### src/rtl/rth_pkg.sv
package rth_pkg;

    // channel widths and derived widths
    localparam int unsigned PIX_W   = 8;
    localparam int unsigned QUOT_W  = 8;
    localparam int unsigned SECT_W  = 11;
    localparam int unsigned NUM_W   = 16;

    // hue scale: 30 steps per sector, six sectors
    localparam int unsigned HUE_MAX = 180;

    // which channel holds the maximum (red wins ties, then green)
    typedef enum logic [1:0] {
        CH_RED,
        CH_GREEN,
        CH_BLUE
    } t_chan;

endpackage

### src/rtl/rgb_to_hsv_pixel.sv
// rgb to hsv pixel converter, hue on a 0..179 scale
// a request passes the input, max/min, sector, numerator, divider and output registers
// one pixel per clock unless stalled; 8 divider stages per quotient set the depth
// a stall on the output freezes every stage at once, nothing is dropped or repeated
// reset (synchronous, active low) clears the valid bits only
module rgb_to_hsv_pixel
    import rth_pkg::*;
(
    input  logic              i_clk,
    input  logic              i_rst_n,
    input  logic              i_valid,
    output logic              o_stall,
    input  logic [PIX_W-1:0]  i_red,
    input  logic [PIX_W-1:0]  i_green,
    input  logic [PIX_W-1:0]  i_blue,
    output logic              o_valid,
    input  logic              i_stall,
    output logic [QUOT_W-1:0] o_hue,
    output logic [QUOT_W-1:0] o_saturation,
    output logic [PIX_W-1:0]  o_brightness
);

    // global advance: the whole pipe holds while the output is stalled
    logic w_adv;
    assign w_adv   = !(o_valid && i_stall);
    assign o_stall = !w_adv;

    // stage 1: input registers
    logic             r_s1_v;
    logic [PIX_W-1:0] r_s1_r, r_s1_g, r_s1_b;

    always_ff @(posedge i_clk) begin
        if (!i_rst_n) begin
            r_s1_v <= 1'b0;
        end else if (w_adv) begin
            r_s1_v <= i_valid;
        end
        if (w_adv) begin
            r_s1_r <= i_red;
            r_s1_g <= i_green;
            r_s1_b <= i_blue;
        end
    end

    // stage 2: max, min, delta and the winning channel
    logic             r_s2_v;
    logic [PIX_W-1:0] r_s2_r, r_s2_g, r_s2_b, r_s2_mx, r_s2_d;
    t_chan            r_s2_sel;
    logic [PIX_W-1:0] n_s2_mx, n_s2_mn;
    t_chan            n_s2_sel;

    always_comb begin
        if (r_s1_r >= r_s1_g && r_s1_r >= r_s1_b) begin
            n_s2_sel = CH_RED;
            n_s2_mx  = r_s1_r;
        end else if (r_s1_g >= r_s1_b) begin
            n_s2_sel = CH_GREEN;
            n_s2_mx  = r_s1_g;
        end else begin
            n_s2_sel = CH_BLUE;
            n_s2_mx  = r_s1_b;
        end
        if (r_s1_r <= r_s1_g && r_s1_r <= r_s1_b) begin
            n_s2_mn = r_s1_r;
        end else if (r_s1_g <= r_s1_b) begin
            n_s2_mn = r_s1_g;
        end else begin
            n_s2_mn = r_s1_b;
        end
    end

    always_ff @(posedge i_clk) begin
        if (!i_rst_n) begin
            r_s2_v <= 1'b0;
        end else if (w_adv) begin
            r_s2_v <= r_s1_v;
        end
        if (w_adv) begin
            r_s2_r   <= r_s1_r;
            r_s2_g   <= r_s1_g;
            r_s2_b   <= r_s1_b;
            r_s2_mx  <= n_s2_mx;
            r_s2_d   <= n_s2_mx - n_s2_mn;
            r_s2_sel <= n_s2_sel;
        end
    end

    // stage 3: sector value times delta, and 255 * delta
    logic              r_s3_v;
    logic [SECT_W-1:0] r_s3_x;
    logic [NUM_W-1:0]  r_s3_snum;
    logic [PIX_W-1:0]  r_s3_mx, r_s3_d;
    logic [SECT_W-1:0] n_s3_x;
    logic [SECT_W-1:0] w_d_ext, w_r_ext, w_g_ext, w_b_ext;

    assign w_d_ext = {(SECT_W-PIX_W)'(0), r_s2_d};
    assign w_r_ext = {(SECT_W-PIX_W)'(0), r_s2_r};
    assign w_g_ext = {(SECT_W-PIX_W)'(0), r_s2_g};
    assign w_b_ext = {(SECT_W-PIX_W)'(0), r_s2_b};

    always_comb begin
        case (r_s2_sel)
            CH_RED: begin
                // negative sector value wraps by six sectors
                if (r_s2_g >= r_s2_b) begin
                    n_s3_x = w_g_ext - w_b_ext;
                end else begin
                    n_s3_x = (w_d_ext << 2) + (w_d_ext << 1) - (w_b_ext - w_g_ext);
                end
            end
            CH_GREEN: n_s3_x = (w_d_ext << 1) + w_b_ext - w_r_ext;
            CH_BLUE:  n_s3_x = (w_d_ext << 2) + w_r_ext - w_g_ext;
            default:  n_s3_x = '0;
        endcase
    end

    always_ff @(posedge i_clk) begin
        if (!i_rst_n) begin
            r_s3_v <= 1'b0;
        end else if (w_adv) begin
            r_s3_v <= r_s2_v;
        end
        if (w_adv) begin
            r_s3_x    <= n_s3_x;
            r_s3_snum <= {r_s2_d, 8'h00} - {8'h00, r_s2_d};
            r_s3_mx   <= r_s2_mx;
            r_s3_d    <= r_s2_d;
        end
    end

    // stage 4 and divider stages share these arrays; index 0 holds the numerators
    logic              r_dv_v    [0:QUOT_W];
    logic [NUM_W-1:0]  r_dv_hrem [0:QUOT_W];
    logic [NUM_W-1:0]  r_dv_srem [0:QUOT_W];
    logic [QUOT_W-1:0] r_dv_hq   [0:QUOT_W];
    logic [QUOT_W-1:0] r_dv_sq   [0:QUOT_W];
    logic [PIX_W-1:0]  r_dv_mx   [0:QUOT_W];
    logic [PIX_W-1:0]  r_dv_d    [0:QUOT_W];

    // stage 4: hue numerator is 30 times the sector value
    always_ff @(posedge i_clk) begin
        if (!i_rst_n) begin
            r_dv_v[0] <= 1'b0;
        end else if (w_adv) begin
            r_dv_v[0] <= r_s3_v;
        end
        if (w_adv) begin
            r_dv_hrem[0] <= {r_s3_x, 5'b00000} - {4'b0000, r_s3_x, 1'b0};
            r_dv_srem[0] <= r_s3_snum;
            r_dv_hq[0]   <= '0;
            r_dv_sq[0]   <= '0;
            r_dv_mx[0]   <= r_s3_mx;
            r_dv_d[0]    <= r_s3_d;
        end
    end

    // restoring dividers, one quotient bit per stage, msb first
    for (genvar k = 0; k < QUOT_W; k++) begin : g_div
        localparam int unsigned SH = QUOT_W - 1 - k;
        logic [NUM_W-1:0]  w_hdiv, w_sdiv;
        logic              w_hge, w_sge;
        logic [QUOT_W-1:0] n_hq, n_sq;

        assign w_hdiv = {(NUM_W-PIX_W)'(0), r_dv_d[k]} << SH;
        assign w_sdiv = {(NUM_W-PIX_W)'(0), r_dv_mx[k]} << SH;
        assign w_hge  = r_dv_hrem[k] >= w_hdiv;
        assign w_sge  = r_dv_srem[k] >= w_sdiv;

        always_comb begin
            n_hq     = r_dv_hq[k];
            n_sq     = r_dv_sq[k];
            n_hq[SH] = w_hge;
            n_sq[SH] = w_sge;
        end

        always_ff @(posedge i_clk) begin
            if (!i_rst_n) begin
                r_dv_v[k+1] <= 1'b0;
            end else if (w_adv) begin
                r_dv_v[k+1] <= r_dv_v[k];
            end
            if (w_adv) begin
                r_dv_hrem[k+1] <= w_hge ? r_dv_hrem[k] - w_hdiv : r_dv_hrem[k];
                r_dv_srem[k+1] <= w_sge ? r_dv_srem[k] - w_sdiv : r_dv_srem[k];
                r_dv_hq[k+1]   <= n_hq;
                r_dv_sq[k+1]   <= n_sq;
                r_dv_mx[k+1]   <= r_dv_mx[k];
                r_dv_d[k+1]    <= r_dv_d[k];
            end
        end
    end

    // output register: grey pixels get zero hue, black pixels zero saturation
    logic              r_out_v;
    logic [QUOT_W-1:0] r_out_hue, r_out_sat;
    logic [PIX_W-1:0]  r_out_val;

    always_ff @(posedge i_clk) begin
        if (!i_rst_n) begin
            r_out_v <= 1'b0;
        end else if (w_adv) begin
            r_out_v <= r_dv_v[QUOT_W];
        end
        if (w_adv) begin
            r_out_hue <= (r_dv_d[QUOT_W] == '0) ? '0 : r_dv_hq[QUOT_W];
            r_out_sat <= (r_dv_mx[QUOT_W] == '0) ? '0 : r_dv_sq[QUOT_W];
            r_out_val <= r_dv_mx[QUOT_W];
        end
    end

    assign o_valid      = r_out_v;
    assign o_hue        = r_out_hue;
    assign o_saturation = r_out_sat;
    assign o_brightness = r_out_val;

    // hue stays on its 0..179 scale
    a_hue_range: assert property (@(posedge i_clk) disable iff (!i_rst_n)
        o_valid |-> (o_hue < QUOT_W'(HUE_MAX)))
        else $error("hue out of range");

    // zero saturation means a grey pixel, so hue must be zero too
    a_grey_hue: assert property (@(posedge i_clk) disable iff (!i_rst_n)
        (o_valid && o_saturation == '0) |-> (o_hue == '0))
        else $error("nonzero hue on grey pixel");

    // hue divider leaves a remainder below the delta
    a_hue_rem: assert property (@(posedge i_clk) disable iff (!i_rst_n)
        (r_dv_v[QUOT_W] && r_dv_d[QUOT_W] != '0) |->
            (r_dv_hrem[QUOT_W] < {(NUM_W-PIX_W)'(0), r_dv_d[QUOT_W]}))
        else $error("hue remainder not reduced");

    // saturation divider leaves a remainder below the maximum
    a_sat_rem: assert property (@(posedge i_clk) disable iff (!i_rst_n)
        (r_dv_v[QUOT_W] && r_dv_mx[QUOT_W] != '0) |->
            (r_dv_srem[QUOT_W] < {(NUM_W-PIX_W)'(0), r_dv_mx[QUOT_W]}))
        else $error("saturation remainder not reduced");

endmodule
### config.mk
export PLATFORM = sky130hd
export DESIGN_NAME = rgb_to_hsv_pixel
export DESIGN_NICKNAME = d
export VERILOG_FILES = /design/src/rtl/rth_pkg.sv /design/src/rtl/rgb_to_hsv_pixel.sv
export SDC_FILE = /design/constraint.sdc
export NUM_CORES = 1
export LEC_CHECK = 0
export ABC_AREA = 1
export BUFFER_PORTS_ARGS = -buffer_cell sky130_fd_sc_hd__buf_2
export CAP_MARGIN = 0
export CORE_MARGIN = 5
export CORE_UTILIZATION = 40
export CTS_BUF_LIST = sky130_fd_sc_hd__clkbuf_16
export DETAILED_ROUTE_END_ITERATION = 16
export HOLD_SLACK_MARGIN = 0.06
export SETUP_SLACK_MARGIN = 0.1
export SYNTH_ARGS = -nofsm -noshare
export SYNTH_HDL_FRONTEND = slang
export SYNTH_SLANG_ARGS = --single-unit
### constraint.sdc
create_clock -name i_clk -period 27.8 [get_ports i_clk]
set_input_delay 4.17 -clock i_clk [delete_from_list [all_inputs] [get_ports i_clk]]
set_output_delay 4.17 -clock i_clk [all_outputs]
set_load 0.02 [all_outputs]
Yosys cells after proc, flatten, opt, wreduce, memory -nomap -nowiden
Memories as Yosys holds them, arrays and structs flattened. A register that Yosys moved wholly into a read port is not among the register bits.
Index checks and enable logic that the tools add are counted.
- input bits: 28
- logic and storage cells: 131
- memory bits (writable): 585
- memories: 7
- flip-flop bits (word level): 120
- reductions and logical operators: 10
- bitwise logic cells: 9
- $add $sub $neg: 27
- $lt $le $gt $ge: 23
- muxes and demuxes: 36
- equality and inequality tests: 2
- memory list (memory ; words ; bits a word ; read ports ; clocked after memory_dff ; write ports ; line ; RTL):
    r_dv_hrem ; 9 ; 16 ; 8 ; 0 ; 9 ; rgb_to_hsv_pixel.sv:133 ; logic [NUM_W-1:0] r_dv_hrem [0:QUOT_W];
    r_dv_srem ; 9 ; 16 ; 8 ; 0 ; 9 ; rgb_to_hsv_pixel.sv:134 ; logic [NUM_W-1:0] r_dv_srem [0:QUOT_W];
    r_dv_d ; 9 ; 8 ; 9 ; 0 ; 9 ; rgb_to_hsv_pixel.sv:138 ; logic [PIX_W-1:0] r_dv_d [0:QUOT_W];
    r_dv_hq ; 9 ; 8 ; 9 ; 1 ; 9 ; rgb_to_hsv_pixel.sv:135 ; logic [QUOT_W-1:0] r_dv_hq [0:QUOT_W];
    r_dv_mx ; 9 ; 8 ; 9 ; 0 ; 9 ; rgb_to_hsv_pixel.sv:137 ; logic [PIX_W-1:0] r_dv_mx [0:QUOT_W];
    r_dv_sq ; 9 ; 8 ; 9 ; 1 ; 9 ; rgb_to_hsv_pixel.sv:136 ; logic [QUOT_W-1:0] r_dv_sq [0:QUOT_W];
    +1 memories ; -- ; -- ; -- ; -- ; -- ; -- ;
- operator list (kind ; number):
    two-way mux 16 bit ; 16
    subtractor 16 x 12 -> 16 bit ; 3
    subtractor 16 x 8 -> 16 bit ; 3
    one-hot mux 11 bit (3 select lines) ; 1
    >= comparator 16 x 10 -> 1 bit ; 2
    >= comparator 16 x 11 -> 1 bit ; 2
    >= comparator 16 x 12 -> 1 bit ; 2
    >= comparator 16 x 13 -> 1 bit ; 2
    >= comparator 16 x 14 -> 1 bit ; 2
    >= comparator 16 x 15 -> 1 bit ; 2
    >= comparator 16 x 8 -> 1 bit ; 2
    >= comparator 16 x 9 -> 1 bit ; 2
    >= comparator 8 bit ; 4
    two-way mux 8 bit ; 4
    subtractor 16 x 10 -> 16 bit ; 2
    subtractor 16 x 11 -> 16 bit ; 2
    subtractor 16 x 13 -> 16 bit ; 2
    subtractor 16 x 14 -> 16 bit ; 2
    subtractor 16 x 15 -> 16 bit ; 2
    subtractor 16 x 9 -> 16 bit ; 2
    <= comparator 8 bit ; 3
    subtractor 8 x 8 -> 9 bit ; 2
    zero test 8 bit ; 2
    two-way mux 1 bit ; 13
    other kinds (15) ; 28

Longest topological paths before layout
- word-level depth: 5
- mapped depth: 23
- gate-level depth less buffers: 23

Worst setup path after synthesis
OpenSTA, ideal clock, no wires.
- path type: input to output
- start: input port i_stall
- end: output port o_stall
- cell stages on the path: 2
- arrival time: 19.164 ns
- required time: 23.630 ns
- path slack: 4.466 ns
- path through: nand2_1 > inv_1
- word-level cells in the longest chain between the ends: 1
- RTL lines (element ; line ; RTL):
    start: declaration ; rgb_to_hsv_pixel.sv:17 ; input logic i_stall,
    logical AND 1 bit ; rgb_to_hsv_pixel.sv:25 ; assign w_adv = !(o_valid && i_stall);
    end: declaration ; rgb_to_hsv_pixel.sv:12 ; output logic o_stall,
No other way between the ends.

Worst setup path in the final report
Same ends and word-level chain as after synthesis.

==> flow_summary.json <==
{
  "cp-start-kind": "input port",
  "worst-r2r-cell-count": 16,
  "syn_nets": 3236,
  "regToRegStartpoint": "r_s1_r[7]",
  "postRouteAntennaNets": 0,
  "setup_viol": 0,
  "cp.depth": 4,
  "cp_common_cell": "buf_2",
  "drtIter0Drc": 797,
  "clock_skew_ns": 0.02350,
  "fin_tns_setup_ns": 0,
  "path_buf_inv": 3,
  "grt_first_pass_wirelength_mm": 93.05,
  "syn_inst": 2951,
  "max_stage_delay_ns": 0.55,
  "place.gp.congestion": 0.8924,
  "die_y_um": 291.7,
  "relSlewSlack": 0.2967,
  "crit_required_ns": 23.63,
  "holdWs_ns": 0.4092,
  "end_kind": "primary output",
  "dpl.hpwl_mm": 40.92,
  "dieArea_mm2": 0.08506,
  "clockRootBuffer": "clkbuf_16",
  "die_w_um": 291.7,
  "crit_end": "o_stall",
  "synth_cell_types": 63,
  "ys_seq_elements": 601,
  "htree_levels": 3,
  "port_buffers": 53,
  "start_util": 0.4023,
  "power_density_mw_per_mm2": 130.9,
  "cts-resized-gates": 0,
  "seq_area_frac_synth": 0.5672,
  "wl_per_cell_um": 13.22,
  "peakVddDrop_mv": 0.05306,
  "critPathArrivalTime_ns": 5.19,
  "syn_area_mm2": 0.03173,
  "cts.hold.buffers_added": 0,
  "postCtsSetupRepairBufs": 0,
  "cts_buffers": 68,
  "cts_num_sinks": 601,
  "r2r_slack_ns": 23.74,
  "worst_pin_slew_ns": 1.055,
  "wirelength_mm": 54.98,
  "drive_gt1_frac": 0.08497,
  "nFillCells": 7402,
  "drv_slew": 0,
  "period_needed_ns": 9.362,
  "cp_max_fo": 61,
  "reg2reg_to": "r_s2_d[6]",
  "gr-usage-all-layers": 0.1302,
  "nNetsFinal": 3340,
  "clock_path_buffers": 3,
  "syn_to_final_growth_pct": 11.84,
  "core_area_mm2": 0.07887,
  "crit_family": "simple AND/OR/NAND/NOR gates",
  "multi_input_area_mm2": 0.01166,
  "fmax_mhz": 106.8,
  "dr.pass1.iters": 5,
  "period_share": 0.3368,
  "ys_warn_count": 0,
  "drc": 0,
  "grt_max_degree": 89,
  "crit_type": "input port to primary output",
  "fin_util": 0.4499,
  "worstHoldPathType": "register to register",
  "grt_setup_unrepaired": "false",
  "clk_latency_ns": 0.60,
  "hold_viol": 0,
  "io-pin-count": 54,
  "viasPerCell": 4.720,
  "globalRouteOverflowTotal": 0,
  "p_leak_nw": 15.56,
  "clkTransAtPathRegs_ns": 0.06,
  "antenna_found_initial": 0,
  "startpoint": "i_stall",
  "cts_tree": "done",
  "critPathSlowestCell": "nand2_4",
  "first_global_vias": 19790,
  "regArea_mm2": 0.01800,
  "outcome": "finished clean",
  "num_rows": 103,
  "cap_viol_max_count": 0,
  "diodes": 0,
  "num_vias": 19620,
  "syn-mean-instance-area_um2": 10.75,
  "path_cells": "buf_2 > nand2_4 > inv_1 > buf_2"
}
synthesized netlist by cell type (all sizes together):
cell type  count  area, um2
nor4b          1      8.760
edfxtp       596      17900
o221ai         2      17.52
or2           21      131.4
xnor2         57      499.2
clkbuf         4      25.02
and3           1      6.260
nor4          18      118.9
a21boi         4      33.78
inv          496       1864
nand3b        12      102.6
nor3          33      180.2
buf           22      188.9
a21oi        182      985.9
o21ai        189       1036
and2           4      25.02
o2111ai        5      50.04
o31ai          2      15.01
fa            41      820.8
a21o          13      97.59
nand4         37      231.5
a211oi         8      60.06
nand2        546       2100
a31oi          4      25.02
xor2          84      735.7
a211o          1      8.760
o22ai          7      43.79
nor2         200      802.0
or3            1      6.260
o211ai        12      90.09
o21bai         9      67.56
dfxtp          5      100.1
ha           216       2703
nor3b          5      37.54
a31o           2      17.52
nand3        104      543.0
a221o          1      10.01
o21a           6      45.04
metrics by stage:
| step | power [mW] | instances | setup slack [ns] | area (um2) |
|---|---|---|---|---|
| 5_1_grt | 5.079 | 4157 | 18.31 | 35490 |
| 6_report | 4.646 | 4157 | 18.44 | 35490 |
| 4_1_cts | 4.699 | 4157 | 18.38 | 35490 |
| 2_1_floorplan | 3.327 | 2951 | 4.466 | 31730 |
| 3_3_place_gp | 3.717 | 4035 | 18.39 | 33160 |
| 3_5_place_dp | 3.758 | 4035 | 18.38 | 33160 |
routing by layer:
metal  share of wire  GRT usage
met5               0          0
met4           0.041    0.05230
met3           0.034    0.02411
met2            0.52     0.2444
met1            0.41     0.1453
power breakdown:
| part | switching (mW) | internal, mW |
|---|---|---|
| Sequential | 0.197 | 1.54 |
| Combinational | 1.18 | 0.814 |
| Clock | 0.357 | 0.559 |
worst min path at each step:
stage,start,to,depth (start not counted)
detailed placement,r_s3_d[4],r_dv_d[0][4],0
CTS,r_dv_hq[2][7],r_dv_hq[3][7],0
floorplan,r_s3_snum[0],r_dv_d[0][0],0
global route,r_dv_hq[2][7],r_dv_hq[3][7],0
global placement,r_s3_mx[2],r_dv_mx[0][2],0
finish,r_s3_d[4],r_dv_d[0][4],0
logic make-up (layout without fill, tap and decap cells):
| kind of cell | Yosys count | count (layout) | share of synthesized area |
|---|---|---|---|
| XOR/XNOR | 141 | 141 | 0.03892 |
| buffers and inverters | 522 | 678 | 0.06550 |
| AND/OR/NAND/NOR | 983 | 983 | 0.1353 |
| adder cells (fa/ha/maj) | 257 | 257 | 0.1110 |
| AO/OA/AOI/OAI | 447 | 447 | 0.08206 |
| flip-flops | 601 | 601 | 0.5672 |
placed cells by master (no fill, tap or decap), types with 50 or more instances in the layout:
cell / instances
nand3_1: 101
o21ai_1: 50
buf_2: 53
a21oi_1: 166
ha_1: 216
xnor2_1: 57
edfxtp_1: 596
inv_1: 493
o21ai_0: 117
clkbuf_16: 71
nor2_1: 193
xor2_1: 84
nand2_1: 529
registers in the layout, indices dropped and copies added (netlist names), 9 cells and up:
register and count:
r_s3_snum 16, r_dv_srem 120, r_s3_x 11, r_dv_mx 72, r_dv_v 9, r_dv_sq 36
r_dv_hq 36, r_dv_d 72, r_dv_hrem 120
area by class of cell:
type                            instances  area share
Inverter                              496     0.05254
Clock inverter                         51     0.01562
Sequential cell                       601      0.5072
Timing Repair Buffer                   60    0.008956
Multi-Input combinational cell       1828      0.3286
Tap cell                             1050     0.03702
Clock buffer                           71     0.05007
(Power assumes the default switching activity.)
